[config.mk]
export PLATFORM = sky130hd
export DESIGN_NAME = fat_short_name_converter_core_flat
export DESIGN_NICKNAME = d
export VERILOG_FILES = /design/src/rtl/fsnc_pkg.sv /design/src/rtl/fsnc_in_if.sv /design/src/rtl/fsnc_out_if.sv /design/src/rtl/fat_short_name_converter_core.sv /design/src/rtl/fsnc_name_builder.sv /design/src/flat_wrapper.sv
export SDC_FILE = /design/constraint.sdc
export NUM_CORES = 1
export LEC_CHECK = 0
export CAP_MARGIN = 15
export CORE_UTILIZATION = 40
export CTS_BUF_LIST = sky130_fd_sc_hd__clkbuf_4 sky130_fd_sc_hd__clkbuf_8
export DETAILED_ROUTE_END_ITERATION = 16
export DONT_BUFFER_PORTS = 1
export SYNTH_ARGS = -nofsm -noshare
export SYNTH_HDL_FRONTEND = slang
export SYNTH_SLANG_ARGS = --single-unit
[constraint.sdc]
create_clock -name clk -period 4.2 [get_ports clk]
set_clock_uncertainty 0.1 [all_clocks]
set_input_delay 0.21 -clock clk [delete_from_list [all_inputs] [get_ports clk]]
set_output_delay 0.21 -clock clk [all_outputs]
set_load 0.03 [all_outputs]
[src/rtl/fsnc_pkg.sv]
// ----------------------------------------------------------------------------
// fsnc_pkg
// Shared constants and types of the FAT 8.3 short-name converter.
// ----------------------------------------------------------------------------
package fsnc_pkg;

	// Name geometry
	localparam int NAME_BYTES = 11;
	localparam int EXT_START  = 8;
	localparam int EXT_LEN    = NAME_BYTES - EXT_START;
	localparam int POS_W      = $clog2(NAME_BYTES + 1);

	// Field widths
	localparam int CH_W    = 8;
	localparam int BODY_W  = CH_W * EXT_START;
	localparam int EXT_W   = CH_W * EXT_LEN;
	localparam int CFG_W   = BODY_W;
	localparam int CFG_IDX_W = 1;

	// Configuration register indexes
	localparam logic [CFG_IDX_W-1:0] CFG_TARGET_BODY = 1'd0;
	localparam logic [CFG_IDX_W-1:0] CFG_TARGET_EXT  = 1'd1;

	// Special bytes
	localparam logic [CH_W-1:0] CH_NUL   = 8'h00;
	localparam logic [CH_W-1:0] CH_SPACE = 8'h20;
	localparam logic [CH_W-1:0] CH_SLASH = 8'h2F;
	localparam logic [CH_W-1:0] CH_DOT   = 8'h2E;
	localparam logic [CH_W-1:0] CH_LO_A  = 8'h61;
	localparam logic [CH_W-1:0] CH_LO_Z  = 8'h7A;
	localparam logic [CH_W-1:0] CASE_BIT = 8'h20;

	// Register reset values
	localparam logic [BODY_W-1:0] TARGET_BODY_RST = {EXT_START{CH_SPACE}};
	localparam logic [EXT_W-1:0]  TARGET_EXT_RST  = {EXT_LEN{CH_SPACE}};

	// Converted name as seen after the current byte
	typedef struct packed {
		logic [BODY_W-1:0] name_body;
		logic [EXT_W-1:0]  name_ext;
		logic              body_lower;
		logic              ext_lower;
		logic              overflowed;
	} fsnc_result_t;

endpackage

[src/rtl/fsnc_in_if.sv]
// ----------------------------------------------------------------------------
// fsnc_in_if
// Path byte channel: one byte per item plus an end-of-path mark.
// ----------------------------------------------------------------------------
interface fsnc_in_if;
	logic                     valid;
	logic                     ready;
	logic [fsnc_pkg::CH_W-1:0] ch;
	logic                     last;

	modport source (output valid, output ch, output last, input ready);
	modport sink   (input valid, input ch, input last, output ready);
endinterface

[src/rtl/fsnc_out_if.sv]
// ----------------------------------------------------------------------------
// fsnc_out_if
// Result channel: converted 8.3 name, case flags, match and overflow.
// ----------------------------------------------------------------------------
interface fsnc_out_if;
	logic                        valid;
	logic                        ready;
	logic [fsnc_pkg::BODY_W-1:0] name_body;
	logic [fsnc_pkg::EXT_W-1:0]  name_ext;
	logic                        body_lower;
	logic                        ext_lower;
	logic                        is_match;
	logic                        overflowed;

	modport source (output valid, output name_body, output name_ext, output body_lower,
		output ext_lower, output is_match, output overflowed, input ready);
	modport sink   (input valid, input name_body, input name_ext, input body_lower,
		input ext_lower, input is_match, input overflowed, output ready);
endinterface

[src/rtl/fat_short_name_converter_core.sv]
// ----------------------------------------------------------------------------
// fat_short_name_converter_core
// Converts the first component of a byte-serial path into a FAT 8.3 name
// and compares it against a configured directory name.
// ----------------------------------------------------------------------------
//  channel    dir  handshake        payload
//  path_in    in   valid / ready    ch[7:0], last
//  name_out   out  valid / ready    name_body[63:0], name_ext[23:0],
//                                   body_lower, ext_lower, is_match, overflowed
//  cfg        in   cfg_we           cfg_index[0:0], cfg_wdata[63:0]
//
// One byte is taken per cycle; the result of a path is registered at the edge
// that accepts its last byte and is offered from the following cycle. The
// single result register sets the rate: path_in stays ready while it is
// empty or being drained in the same cycle.
// Reset returns the parser to an empty name and the target to all spaces.
// ----------------------------------------------------------------------------
module fat_short_name_converter_core (
	input  logic                           clk,
	input  logic                           arst_n,
	fsnc_in_if.sink                        path_in,
	fsnc_out_if.source                     name_out,
	input  logic                           cfg_we,
	input  logic [fsnc_pkg::CFG_IDX_W-1:0] cfg_index,
	input  logic [fsnc_pkg::CFG_W-1:0]     cfg_wdata
);

	logic [fsnc_pkg::BODY_W-1:0] target_body_q;
	logic [fsnc_pkg::EXT_W-1:0]  target_ext_q;
	logic                        out_valid_q;
	fsnc_pkg::fsnc_result_t      res_q;
	logic                        match_q;
	fsnc_pkg::fsnc_result_t      result;
	logic                        take;

	// Accept while the result register is free or draining
	assign path_in.ready = !out_valid_q || name_out.ready;
	assign take          = path_in.valid && path_in.ready;

	fsnc_name_builder u_builder (
		.clk    (clk),
		.arst_n (arst_n),
		.take   (take),
		.ch     (path_in.ch),
		.last   (path_in.last),
		.result (result)
	);

	// Hold the configured name
	always_ff @(posedge clk or negedge arst_n) begin
		if (!arst_n) begin
			target_body_q <= fsnc_pkg::TARGET_BODY_RST;
			target_ext_q  <= fsnc_pkg::TARGET_EXT_RST;
		end else if (cfg_we) begin
			case (cfg_index)
				fsnc_pkg::CFG_TARGET_BODY: target_body_q <= cfg_wdata;
				fsnc_pkg::CFG_TARGET_EXT:  target_ext_q  <= cfg_wdata[fsnc_pkg::EXT_W-1:0];
				default: ;
			endcase
		end
	end

	// Result valid flag
	always_ff @(posedge clk or negedge arst_n) begin
		if (!arst_n) begin
			out_valid_q <= 1'b0;
		end else if (take && path_in.last) begin
			out_valid_q <= 1'b1;
		end else if (name_out.ready) begin
			out_valid_q <= 1'b0;
		end
	end

	// Capture the result on the last item of a path
	always_ff @(posedge clk) begin
		if (take && path_in.last) begin
			res_q   <= result;
			match_q <= (result.name_body == target_body_q) &&
				(result.name_ext == target_ext_q);
		end
	end

	assign name_out.valid      = out_valid_q;
	assign name_out.name_body  = res_q.name_body;
	assign name_out.name_ext   = res_q.name_ext;
	assign name_out.body_lower = res_q.body_lower;
	assign name_out.ext_lower  = res_q.ext_lower;
	assign name_out.is_match   = match_q;
	assign name_out.overflowed = res_q.overflowed;

endmodule

[src/rtl/fsnc_name_builder.sv]
// ----------------------------------------------------------------------------
// fsnc_name_builder
// Per-path state: name buffer, write position, parse phase and case flags.
// Presents the name as it stands after the byte on its input.
// ----------------------------------------------------------------------------
module fsnc_name_builder (
	input  logic                      clk,
	input  logic                      arst_n,
	input  logic                      take,
	input  logic [fsnc_pkg::CH_W-1:0] ch,
	input  logic                      last,
	output fsnc_pkg::fsnc_result_t    result
);

	typedef enum logic [1:0] {
		PH_SKIP,
		PH_NAME,
		PH_DONE
	} phase_t;

	logic [fsnc_pkg::CH_W-1:0]  store_q [fsnc_pkg::NAME_BYTES];
	logic [fsnc_pkg::POS_W-1:0] pos_q;
	phase_t                     phase_q;
	logic                       seen_q, dot_after_q, chars_after_q;
	logic                       low_before_q, low_after_q, ovf_q;

	logic [fsnc_pkg::CH_W-1:0]  store_d [fsnc_pkg::NAME_BYTES];
	logic [fsnc_pkg::POS_W-1:0] pos_d;
	phase_t                     phase_d;
	logic                       seen_d, dot_after_d, chars_after_d;
	logic                       low_before_d, low_after_d, ovf_d;
	logic                       do_char, is_low, has_ext;
	logic [fsnc_pkg::CH_W-1:0]  up_ch;

	// Decide whether this byte belongs to the name
	always_comb begin
		phase_d = phase_q;
		do_char = 1'b0;
		case (phase_q)
			PH_SKIP: begin
				if (ch == fsnc_pkg::CH_NUL) begin
					phase_d = PH_DONE;
				end else if (ch != fsnc_pkg::CH_SLASH) begin
					phase_d = PH_NAME;
					do_char = 1'b1;
				end
			end
			PH_NAME: begin
				if (ch == fsnc_pkg::CH_NUL || ch == fsnc_pkg::CH_SLASH) begin
					phase_d = PH_DONE;
				end else begin
					do_char = 1'b1;
				end
			end
			default: begin
				phase_d = phase_q;
			end
		endcase
	end

	// Store one name byte, upper-cased; a dot jumps to the extension
	always_comb begin
		is_low = (ch >= fsnc_pkg::CH_LO_A) && (ch <= fsnc_pkg::CH_LO_Z);
		up_ch  = is_low ? (ch & ~fsnc_pkg::CASE_BIT) : ch;
		store_d       = store_q;
		pos_d         = pos_q;
		seen_d        = seen_q;
		dot_after_d   = dot_after_q;
		chars_after_d = chars_after_q;
		low_before_d  = low_before_q;
		low_after_d   = low_after_q;
		ovf_d         = ovf_q;
		if (do_char) begin
			seen_d = 1'b1;
			if (ch == fsnc_pkg::CH_DOT) begin
				dot_after_d   = seen_q;
				chars_after_d = 1'b0;
				low_before_d  = low_before_q | low_after_q;
				low_after_d   = 1'b0;
				pos_d         = fsnc_pkg::POS_W'(fsnc_pkg::EXT_START);
			end else begin
				low_after_d   = low_after_q | is_low;
				chars_after_d = 1'b1;
				if (pos_q < fsnc_pkg::POS_W'(fsnc_pkg::NAME_BYTES)) begin
					for (int i = 0; i < fsnc_pkg::NAME_BYTES; i++) begin
						if (pos_q == fsnc_pkg::POS_W'(i)) begin
							store_d[i] = up_ch;
						end
					end
					pos_d = pos_q + 1'b1;
				end else begin
					ovf_d = 1'b1;
				end
			end
		end
	end

	// Pack the name and resolve the case flags by the last dot
	always_comb begin
		for (int i = 0; i < fsnc_pkg::EXT_START; i++) begin
			result.name_body[i*fsnc_pkg::CH_W +: fsnc_pkg::CH_W] = store_d[i];
		end
		for (int i = 0; i < fsnc_pkg::EXT_LEN; i++) begin
			result.name_ext[i*fsnc_pkg::CH_W +: fsnc_pkg::CH_W] =
				store_d[fsnc_pkg::EXT_START + i];
		end
		has_ext           = dot_after_d & chars_after_d;
		result.body_lower = has_ext ? low_before_d : (low_before_d | low_after_d);
		result.ext_lower  = has_ext & low_after_d;
		result.overflowed = ovf_d;
	end

	// Advance on each item; drop back to the empty name after the last one
	always_ff @(posedge clk or negedge arst_n) begin
		if (!arst_n) begin
			for (int i = 0; i < fsnc_pkg::NAME_BYTES; i++) begin
				store_q[i] <= fsnc_pkg::CH_SPACE;
			end
			pos_q         <= '0;
			phase_q       <= PH_SKIP;
			seen_q        <= 1'b0;
			dot_after_q   <= 1'b0;
			chars_after_q <= 1'b0;
			low_before_q  <= 1'b0;
			low_after_q   <= 1'b0;
			ovf_q         <= 1'b0;
		end else if (take) begin
			if (last) begin
				for (int i = 0; i < fsnc_pkg::NAME_BYTES; i++) begin
					store_q[i] <= fsnc_pkg::CH_SPACE;
				end
				pos_q         <= '0;
				phase_q       <= PH_SKIP;
				seen_q        <= 1'b0;
				dot_after_q   <= 1'b0;
				chars_after_q <= 1'b0;
				low_before_q  <= 1'b0;
				low_after_q   <= 1'b0;
				ovf_q         <= 1'b0;
			end else begin
				store_q       <= store_d;
				pos_q         <= pos_d;
				phase_q       <= phase_d;
				seen_q        <= seen_d;
				dot_after_q   <= dot_after_d;
				chars_after_q <= chars_after_d;
				low_before_q  <= low_before_d;
				low_after_q   <= low_after_d;
				ovf_q         <= ovf_d;
			end
		end
	end

endmodule

[src/flat_wrapper.sv]
// flat-port wrapper written by rule: the top's interface ports become plain ports
module fat_short_name_converter_core_flat 
  (clk, arst_n, cfg_we, cfg_index, cfg_wdata, path_in_valid, path_in_ch, path_in_last, path_in_ready, name_out_valid, name_out_name_body, name_out_name_ext, name_out_body_lower, name_out_ext_lower, name_out_is_match, name_out_overflowed, name_out_ready);
  fsnc_in_if path_in_i ();
  fsnc_out_if name_out_i ();
  input  logic clk;
  input  logic arst_n;
  input  logic cfg_we;
  input  logic [fsnc_pkg::CFG_IDX_W-1:0] cfg_index;
  input  logic [fsnc_pkg::CFG_W-1:0] cfg_wdata;
  input wire logic [$bits(path_in_i.valid)-1:0] path_in_valid;
  input wire logic [$bits(path_in_i.ch)-1:0] path_in_ch;
  input wire logic [$bits(path_in_i.last)-1:0] path_in_last;
  output wire logic [$bits(path_in_i.ready)-1:0] path_in_ready;
  output wire logic [$bits(name_out_i.valid)-1:0] name_out_valid;
  output wire logic [$bits(name_out_i.name_body)-1:0] name_out_name_body;
  output wire logic [$bits(name_out_i.name_ext)-1:0] name_out_name_ext;
  output wire logic [$bits(name_out_i.body_lower)-1:0] name_out_body_lower;
  output wire logic [$bits(name_out_i.ext_lower)-1:0] name_out_ext_lower;
  output wire logic [$bits(name_out_i.is_match)-1:0] name_out_is_match;
  output wire logic [$bits(name_out_i.overflowed)-1:0] name_out_overflowed;
  input wire logic [$bits(name_out_i.ready)-1:0] name_out_ready;
  assign path_in_i.valid = path_in_valid;
  assign path_in_i.ch = path_in_ch;
  assign path_in_i.last = path_in_last;
  assign path_in_ready = path_in_i.ready;
  assign name_out_valid = name_out_i.valid;
  assign name_out_name_body = name_out_i.name_body;
  assign name_out_name_ext = name_out_i.name_ext;
  assign name_out_body_lower = name_out_i.body_lower;
  assign name_out_ext_lower = name_out_i.ext_lower;
  assign name_out_is_match = name_out_i.is_match;
  assign name_out_overflowed = name_out_i.overflowed;
  assign name_out_i.ready = name_out_ready;
  fat_short_name_converter_core u_core (.clk(clk), .arst_n(arst_n), .path_in(path_in_i), .name_out(name_out_i), .cfg_we(cfg_we), .cfg_index(cfg_index), .cfg_wdata(cfg_wdata));
endmodule
======== Word level (Yosys, flattened, before mapping) ========
Index checks and enable logic that the tools add are counted.
cells by class
  add/sub/neg operators ................... 1
  magnitude comparators ................... 3
  eq/ne operators ......................... 18
  muxes and demuxes ....................... 50
  bitwise logic cells ..................... 6
  reduce and logical (&&, ||, !) cells .... 19
operators with widths
  operator             number
  $mux 88              4
  $mux 8               11
  $eq 64x64->1         1
  $eq 24x24->1         1
  $mux 1               24
  $eq 4x3->1 const B   4
  $eq 8x6->1 const B   2
  $mux 4               4
  $eq 4x4->1 const B   3
  $eq 4x2->1 const B   2
  $ge 8x7->1 const B   1
  $le 8x7->1 const B   1
  $logic_not 8->1      1
  $mux 2               4
  $ne 8x6->1 const B   1
  $mux 6               1
  $reduce_and 2->1     3
  $reduce_bool 3->1    2
  $add 4x1->4 const B  1
  $eq 4x1->1 const B   1
  $logic_and 1x1->1    4
  $logic_not 4->1      1
  $lt 4x4->1 const B   1
  $ne 4x4->1 const B   1
  13 further kinds     18
word-level totals
  flip-flop bits (word level) ............. 281
  bits of input ports ..................... 79
  output and inout bits ................... 94
  logic and storage cells ................. 125

======== Depth between registers and ports, before layout ========
Gate-level depths: netlist of the first run.
  depth after elaboration ................. 9
  gate-level depth with buffers ........... 11
  gate-level depth less buffers ........... 10

======== By module ========
From an unflattened synthesis of the first run, not the netlist that was laid out.
second synthesis, totals
  cell total of the unflattened synthesis .. 1060
  area total of the unflattened synthesis .. 12839.8 µm²
modules (own cells, without submodules)
  module                         times used  cells each  area each (µm²)  sequential area each (µm²)
  fat_short_name_converter_core  1           403         7054.3           5003.5
  fsnc_name_builder              1           657         5785.5           2516.2

======== Worst setup path after synthesis of the first run ========
OpenSTA, ideal clock, no wires.
  path kind ............................... register to register
  start ................................... register u_core.out_valid_q (netlist: u_core.name_out.valid)
  end ..................................... register u_core.res_q, in the netlist u_core.name_out.body_lower (enable)
  setup time .............................. 0.447 ns
  arrival ................................. 3.283 ns
  path slack .............................. 0.370 ns
  cell stages (with the launch flop) ...... 6
  path through ............................ dfrtp_1 nand2b_1 and2_1 clkbuf_1 nand2_1 inv_1
on the way
  word-level cells in the longest chain between the ends .. 4
RTL lines
  what                    RTL line                             text
  start, declared         fat_short_name_converter_core.sv:30  logic out_valid_q;
  start signal, assigned  fat_short_name_converter_core.sv:66  out_valid_q <= 1'b0;
  start signal, assigned  fat_short_name_converter_core.sv:68  out_valid_q <= 1'b1;
  start signal, assigned  fat_short_name_converter_core.sv:70  out_valid_q <= 1'b0;
  $logic_not 1->1         fat_short_name_converter_core.sv:37  assign path_in.ready = !out_valid_q || name_out.ready;
  $logic_or 1x1->1        fat_short_name_converter_core.sv:37
  net path_in_ready       flat_wrapper.sv:14                   output wire logic [$bits(path_in_i.ready)-1:0] path_in_ready;
  $logic_and 1x1->1       fat_short_name_converter_core.sv:38  assign take = path_in.valid && path_in.ready;
  $logic_and 1x1->1       fat_short_name_converter_core.sv:76  if (take && path_in.last) begin
  end signal, assigned    fat_short_name_converter_core.sv:77  res_q <= result;
  end, declared           fat_short_name_converter_core.sv:31  fsnc_pkg::fsnc_result_t res_q;
The timed path passes the listed nets, and every way through them passes these cells.
A chain may end at the register's enable or synchronous reset.

======== Worst setup path after layout of the first run ========
  start ................................... input port path_in_ch[2]
  end ..................................... register u_core.match_q (netlist: u_core.name_out.is_match), data pin
on the way
  word-level cells in the longest chain between the ends .. 9
  elaborated cells on any way between the ends .. 30
  those cells by class .................... 2 x order compare; 5 x eq/ne; 19 x mux; 4 x reduce/logical
RTL lines
  what                                                 RTL line                                                                  text
  start, declared                                      flat_wrapper.sv:12                                                        input wire logic [$bits(path_in_i.ch)-1:0] path_in_ch;
  $ge 8x7->1 / $le 8x7->1 (equally long branches)      fsnc_name_builder.sv:63                                                   is_low = (ch >= fsnc_pkg::CH_LO_A) && (ch <= fsnc_pkg::CH_LO_Z);
  $logic_and 1x1->1                                    fsnc_name_builder.sv:63
  $mux 6                                               fsnc_name_builder.sv:64                                                   up_ch = is_low ? (ch & ~fsnc_pkg::CASE_BIT) : ch;
  $mux 8                                               fsnc_name_builder.sv:86                                                   if (pos_q == fsnc_pkg::POS_W'(i)) begin
  $mux 88                                              fsnc_name_builder.sv:84                                                   if (pos_q < fsnc_pkg::POS_W'(fsnc_pkg::NAME_BYTES)) begin
  $mux 88                                              fsnc_name_builder.sv:75                                                   if (ch == fsnc_pkg::CH_DOT) begin
  $mux 88 *                                            fsnc_name_builder.sv:73                                                   if (do_char) begin
  $eq 64x64->1 / $eq 24x24->1 (equally long branches)  fat_short_name_converter_core.sv:78, fat_short_name_converter_core.sv:79
  $logic_and 1x1->1 *                                  fat_short_name_converter_core.sv:78                                       match_q <= (result.name_body == target_body_q) &&
  end signal, assigned                                 fat_short_name_converter_core.sv:78
  end, declared                                        fat_short_name_converter_core.sv:32                                       logic match_q;
Every way passes the cells marked *; elsewhere a longest branch is shown, timed or not.

==> results of run 1 <==
## where the power goes
group / internal (mW) / switching (mW) / total [mW]
Sequential: 3.23 / 0.434 / 3.67
Clock: 1.67 / 1.16 / 2.83
Combinational: 0.699 / 1.08 / 1.78
## logic make-up after synthesis
logic type,after synthesis,share of synthesized area
compound gates,284,0.146
xor+xnor,61,0.0402
fa+ha+maj,4,0.00376
buf+inv,133,0.0387
flops,281,0.565
mux,121,0.0996
simple gates,272,0.107
## flip-flops by register name, summed over array words and instances, names as in the netlist, 2 cells and up
register                   flops
u_core.name_out.name_body     64
u_core.u_builder.phase_q       2
u_core.name_out.name_ext      24
u_core.target_body_q          64
u_core.u_builder.store_q      88
u_core.target_ext_q           24
u_core.u_builder.pos_q         4
## synthesized netlist by cell type, types with 25 or more instances
cell type | number | share of area
dfrtp_1 | 167 | 0.31
nand2_1 | 107 | 0.030
edfxtp_1 | 92 | 0.21
mux2_2 | 91 | 0.077
o21ai_0 | 75 | 0.028
inv_1 | 65 | 0.018
clkbuf_1 | 52 | 0.015
a22o_1 | 47 | 0.031
a21oi_1 | 36 | 0.014
xnor2_1 | 31 | 0.020
mux2i_1 | 30 | 0.023
xor2_1 | 30 | 0.020
o22ai_1 | 25 | 0.012
## final cells by class
class / instances / area (sq um)
diodes: 1 / 2.50
clock buffers: 70 / 851
clock inverters: 17 / 239
fillers: 2969 / 16800
inverters: 66 / 250
multi-input cells: 742 / 5290
flip-flops and latches: 281 / 7520
well taps: 442 / 553
repair buffers: 111 / 1070
## per-layer routing
metal  up-vias  track usage  share of wire
li1       4447            -              -
met1      5017        0.374           0.44
met4         0        0.101          0.034
met2       455        0.419           0.46
met5         -            0              0
met3        94       0.0561          0.074
## how the worst min path moves through the flow
stage	startpoint	to	slack, ns	cells after the start
finish	arst_n	u_core.u_builder.store_q[66]	-0.79	0
global route	arst_n	u_core.target_ext_q[18]	-0.81	0
CTS	arst_n	u_core.u_builder.store_q[56]	-0.81	0
detailed placement	arst_n	u_core.target_body_q[24]	-0.17	0
global placement	arst_n	u_core.target_body_q[24]	-0.17	0
floorplan	arst_n	u_core.name_out.valid	-0.19	0
## critical path: stages
cell,delay [ns]
dlygate4sd3_1,0.88
nor4_1,0.63
a21oi_2,0.30
o21ai_1,0.71
buf_4,0.28
mux2i_1,0.33
o221ai_1,0.24
nor4b_1,0.32
nand4_1,0.17
nor4_2,0.29
## through the flow
step	hold slack (ns)	util	std cells	total power [mW]
global route	-0.811	0.484	1729	8.59
floorplan	-0.186	-	1156	4.74
CTS	-0.805	0.483	1729	8.29
detailed placement	-0.169	0.426	1562	5.35
global placement	-0.169	0.426	1562	5.34
finish	-0.792	0.484	1730	8.28
## what timing repair did
item / CTS / global route
endpoints found under the hold margin: 412 / 189
setup endpoints to repair: 0 / 1
gates resized for setup: 0 / 1
==> key figures, run 1 <==
CTS
  – Post-CTS setup buffer count: 0
  – Total CTS buffers: 47
  – Htree depth: 2
  – Clock slew at reported path FFs: approximately 0.070 ns
  – Clk Latency, worst-skew pair: ~0.59 ns
  – Clock Sinks: about 280
  – Hold_buf cts: 80
  – Clk buf depth: 3
  – CTS tree: done
  – CTS Root Cell: clkbuf_8

Setup path
  – R2r setup slk: about 0.32 ns
  – Critical path destination: u_core.name_out.is_match
  – Worst Setup SP: path_in_ch[2]
  – Critical path class: input pin to flip-flop
  – Worst r2r dst: u_core.name_out.is_match
  – Worst Path Max Fanout: 12
  – RR Startpoint: u_core.u_builder.pos_q[0]
  – Arr. time, crit path: 4.39 ns
  – Crit end category: flip-flop
  – CP Launch Type: input pin
  – Req. time, crit path: 4.53 ns
  – Reg2Reg Depth: 9

Placed design
  – Placed inst area: 0.0139 sq mm
  – Worst slack at placement: 0.335 ns
  – IO buf count: 0
  – Post-DP HPWL: 30.5 mm
  – GP Congestion: 0.928

Yosys
  – Mapped Nets: 1239
  – Syn_area_per_cell: 11.5 sq um
  – Async SR Flop Fraction: 0.673
  – Unique masters post-synth: 74
  – Gate Count Post-Synth: between 1000 and 1500
  – Register area share after synthesis: 0.565
  – Mapped Area: 0.0133 sq mm
  – Ys flop type: dfrtp_1
  – YS warnings: 0
  – Synthesized flop and latch total: 281
  – Number of synthesized flops with an enable pin: 92

Cells and area
  – Commonest non-fill, non-tap cell in the layout: dfrtp_1
  – Most frequent cells in the layout: dfrtp_1 (167), nand2_1 (106), edfxtp_1 (92), mux2_2 (91), dlygate4sd3_1 (80)
  – NumNets Final: 1332
  – P&R area growth vs syn: 18.6%
  – Fraction of layout cells with a size suffix above 1: 0.197
  – Design area: 0.0158 sq mm

Floorplan
  – Die area: about 0.034 sq mm
  – Vert. Die Dim: 184 microns
  – Initial Utilization: 0.408
  – Ports: 173
  – Row cnt: 66
  – Die extent in x: 184 microns
  – Area of the core: 0.0326 sq mm

Power
  – Peak supply drop: 0.000268 V
  – Leakage power: 6.61 nW
  – Pwr dens: 525 mW/mm^2

Run status
  – Failing checks: hold timing
  – Status: finished, violations left

Global route
  – Global-route wire length before repair: 66.7 mm
  – Pin count of the biggest net entering global routing: 190
  – Gr ovfl total: 0
  – Vias in the first global route: 9952
  – GRT Overall Usage: 0.271
  – Initial antenna violation count: 1

Timing
  – Shortest clock period the worst path allows after layout: 4.06 ns
  – RSZ-0062 raised after global routing: false
  – Final-report hold violation count: 189
  – Final setup TNS: 0 ns
  – Least-Margin Pin Slew: 1.16 ns
  – Final Worst Setup Slack: 0.141 ns
  – Min Hold Slack: -0.792 ns
  – Maximum clock frequency: between 200 and 250 MHz
  – Rel. slew slack: 0.225
  – Final Setup Violations: 0
  – Final Max Tran Viols: 0
  – Tcrit/Tclk final: 0.966

Drt
  – WL final: 45.7 mm
  – Vias post-DR: approximately 10000
  – First-pass DRT Iterations: 6
  – DR WL/cell: approximately 26 microns
  – Routed Antenna Nets: 0
  – 1st-iter DRT viols: around 930
  – DRC Markers: 0
  – Vias per cell: between 5 and 6

Flow run
  – Max_cap viols: 0

Hold path
  – Hold Crit Class: input pin to async pin
Power figures use the tool's default switching activity.
==> run 2, diff against run 1 <==
- REMOVE_ABC_BUFFERS: default -> 1
- SYNTH_HIERARCHICAL: default -> 1
==> run 2 against run 1 <==
The run still ends with hold timing left; utilization fell by 0.63 points; final area shrank 4.5%; total power rose by 9.8%; synthesized cell count down 8.3%; combinational power up 29%; count of clock-buffer cells in the layout stayed put.
==> key figures, run 2 <==
CTS
  – Clock Sinks: roughly 280
  – Post-CTS setup buffer count: 0
  – Clk Latency, worst-skew pair: 0.57 ns
  – CTS Root Cell: clkbuf_8
  – CTS tree: done
  – Clk buf depth: 3
  – Hold_buf cts: 82
  – Total CTS buffers: 48
  – Htree depth: 2
  – Clock slew at reported path FFs: 0.06 ns

Drt
  – First-pass DRT Iterations: 5
  – DRC Markers: 0
  – Vias post-DR: 9043
  – 1st-iter DRT viols: just over 700
  – Vias per cell: 5.71
  – WL final: 37.7 mm
  – Routed Antenna Nets: 0
  – DR WL/cell: 23.8 microns

Global route
  – GRT Overall Usage: 0.229
  – Initial antenna violation count: 2
  – Global-route wire length before repair: 56.2 mm
  – Pin count of the biggest net entering global routing: 190
  – Gr ovfl total: 0
  – Vias in the first global route: about 8800

Yosys
  – Unique masters post-synth: 51
  – Gate Count Post-Synth: 1060
  – Mapped Area: around 0.013 sq mm
  – Yosys top cell area share: 0.325
  – Async SR Flop Fraction: 0.673
  – Ys flop type: dfrtp_1
  – Syn_area_per_cell: ~12 sq um
  – Synth cell count leaders: dfrtp_1 (167), nand2_1 (141), mux2_2 (118)
  – Synth top area cells: dfrtp_1 (33%), edfxtp_1 (22%), mux2_2 (10%)
  – Most common cell in the netlist: dfrtp_1
  – Synthesized flop and latch total: 281
  – Post-synth top area cell: dfrtp_1
  – Number of synthesized flops with an enable pin: 92
  – Register area share after synthesis: 0.586
  – YS warnings: 6

Floorplan
  – Initial Utilization: 0.407
  – Die extent in x: around 180 microns
  – Die area: 0.0328 sq mm
  – Vert. Die Dim: 181 microns
  – Area of the core: 0.0316 sq mm
  – Row cnt: 65
  – Ports: between 150 and 200

Timing
  – Least-Margin Pin Slew: about 1.1 ns
  – Final setup TNS: 0 ns
  – RSZ-0062 raised after global routing: false
  – Final-report hold violation count: 189
  – Shortest clock period the worst path allows after layout: just under 4 ns
  – Final Max Tran Viols: 0
  – Final Setup Violations: 0
  – Final Worst Setup Slack: 0.267 ns
  – Min Hold Slack: -0.756 ns
  – Tcrit/Tclk final: 0.936
  – Rel. slew slack: 0.241
  – Maximum clock frequency: between 200 and 300 MHz

Setup path
  – Slowest-stage cell, CP: dlygate4sd3_1
  – Crit-path max cell delay: ~0.73 ns
  – Critical path, cell by cell: dlygate4sd3_1, or4_4, o22ai_4, or4_1, nand2_1, nand2_1, xnor2_1, nand4_1, nor4_1, nand4_1, nor3_2
  – CP Launch Type: input pin
  – R2r setup slk: between 0.4 and 0.5 ns
  – Critical path class: input pin to flip-flop
  – CP delay by family, top: simple AND/OR/NAND/NOR gates
  – Crit end category: flip-flop
  – Worst Path Max Fanout: 24
  – Req. time, crit path: 4.52 ns
  – Arr. time, crit path: 4.26 ns
  – Worst Path Buf+Inv: 1

Cells and area
  – Commonest non-fill, non-tap cell in the layout: dfrtp_1
  – Fraction of layout cells with a size suffix above 1: 0.227
  – Most frequent cells in the layout: dfrtp_1 (167), nand2_1 (141), mux2_2 (118), edfxtp_1 (92), dlygate4sd3_1 (81)
  – Biggest register: u_core/u_builder/store_q
  – Design area: 0.0151 sq mm
  – P&R area growth vs syn: 17.3%
  – NumNets Final: 1224
  – Non-filler instance count after layout: roughly 1600
  – Max FFs per register: between 80 and 90

Placed design
  – IO buf count: 0
  – Placed Cells: 1411
  – Placed inst area: 0.0132 sq mm
  – GP Congestion: 0.867
  – Worst slack at placement: between 0.2 and 0.25 ns
  – Post-DP HPWL: 23.9 mm

Flow run
  – Max_cap viols: 0

Power
  – Switching Fraction: 0.335
  – Clock power share: 0.292
  – Pwr dens: 603 mW/mm^2
  – Net Sw Power: 3.04 mW
  – P_int: roughly 6.0 mW
  – Reg power frac: 0.457
  – Leakage power: approximately 6 nW
  – Combinational Power Share: 0.252
  – Peak supply drop: 0.000347 V

Run status
  – Status: finished, violations left
  – Failing checks: hold timing

Hold path
  – Hold Crit Class: input pin to async pin
## run 2: cell count changes after synthesis, sizes merged, moves of 27 or more
cell,previous run,this run
mux2i,30,1
mux2,91,118
nand2,107,141
a22oi,6,45
inv,65,14
## run 2: kinds of logic after synthesis
logic type / count (synthesis) / synth area share
AO/OA/AOI/OAI: 205 / 0.111
AND/OR/NAND/NOR: 276 / 0.102
adder cells (fa/ha/maj): 4 / 0.00390
XOR/XNOR: 88 / 0.0600
flip-flops: 281 / 0.586
multiplexers: 119 / 0.104
buffers and inverters: 87 / 0.0335
## run 2: path summary, 6_finish.rpt
path | from | end | depth (start not counted)
min in group clk | path_in_ch[3] | u_core/u_builder/store_q[27] | 4
worst max-delay path | path_in_ch[0] | u_core/name_out.is_match | 11
worst max register to register | u_core/u_builder/pos_q[1] | u_core/name_out.is_match | 12
worst min-delay path | arst_n | u_core/target_body_q[36] | 0
max in group asynchronous | arst_n | u_core/target_body_q[54] | 0
worst min register to register | u_core/u_builder/store_q[4] | u_core/u_builder/store_q[4] | 1
## run 2: timing repair
action	4_1_cts	5_1_grt
setup endpoints to repair	0	1
hold endpoints to repair	444	189
gates resized for setup	0	5
## run 2: area by class of cell
cell class	instances	area, sq um
multi-input cells	692	4930
fillers	2867	16500
diodes	1	2.50
clock inverters	19	169
inverters	14	53.8
flip-flops and latches	281	7520
well taps	402	503
clock buffers	70	870
repair buffers	104	1020
## run 2: power groups by stage
| stage | logic (mW) | clock network (mW) | registers, mW |
|---|---|---|---|
| 6_report | 2.29 | 2.65 | 4.15 |
| 5_1_grt | 2.50 | 2.84 | 4.22 |
| 3_3_place_gp | 2.10 | 0 | 4.18 |
| 3_5_place_dp | 2.14 | 0 | 4.19 |
| 2_1_floorplan | 1.53 | 0 | 4.07 |
| 4_1_cts | 2.26 | 2.71 | 4.15 |
## run 2: layer usage
metal / routed length (microns) / global-route usage
met5: 13 / 0
met4: 1280 / 0.0929
met3: 3270 / 0.0597
met2: 16800 / 0.347
met1: 16300 / 0.312
## run 2: through the flow
| stage | utilization | power (mW) |
|---|---|---|
| 2_1_floorplan | - | 5.60 |
| 3_3_place_gp | 0.417 | 6.28 |
| 3_5_place_dp | 0.417 | 6.33 |
| 4_1_cts | 0.477 | 9.11 |
| 5_1_grt | 0.477 | 9.55 |
| 6_report | 0.477 | 9.09 |
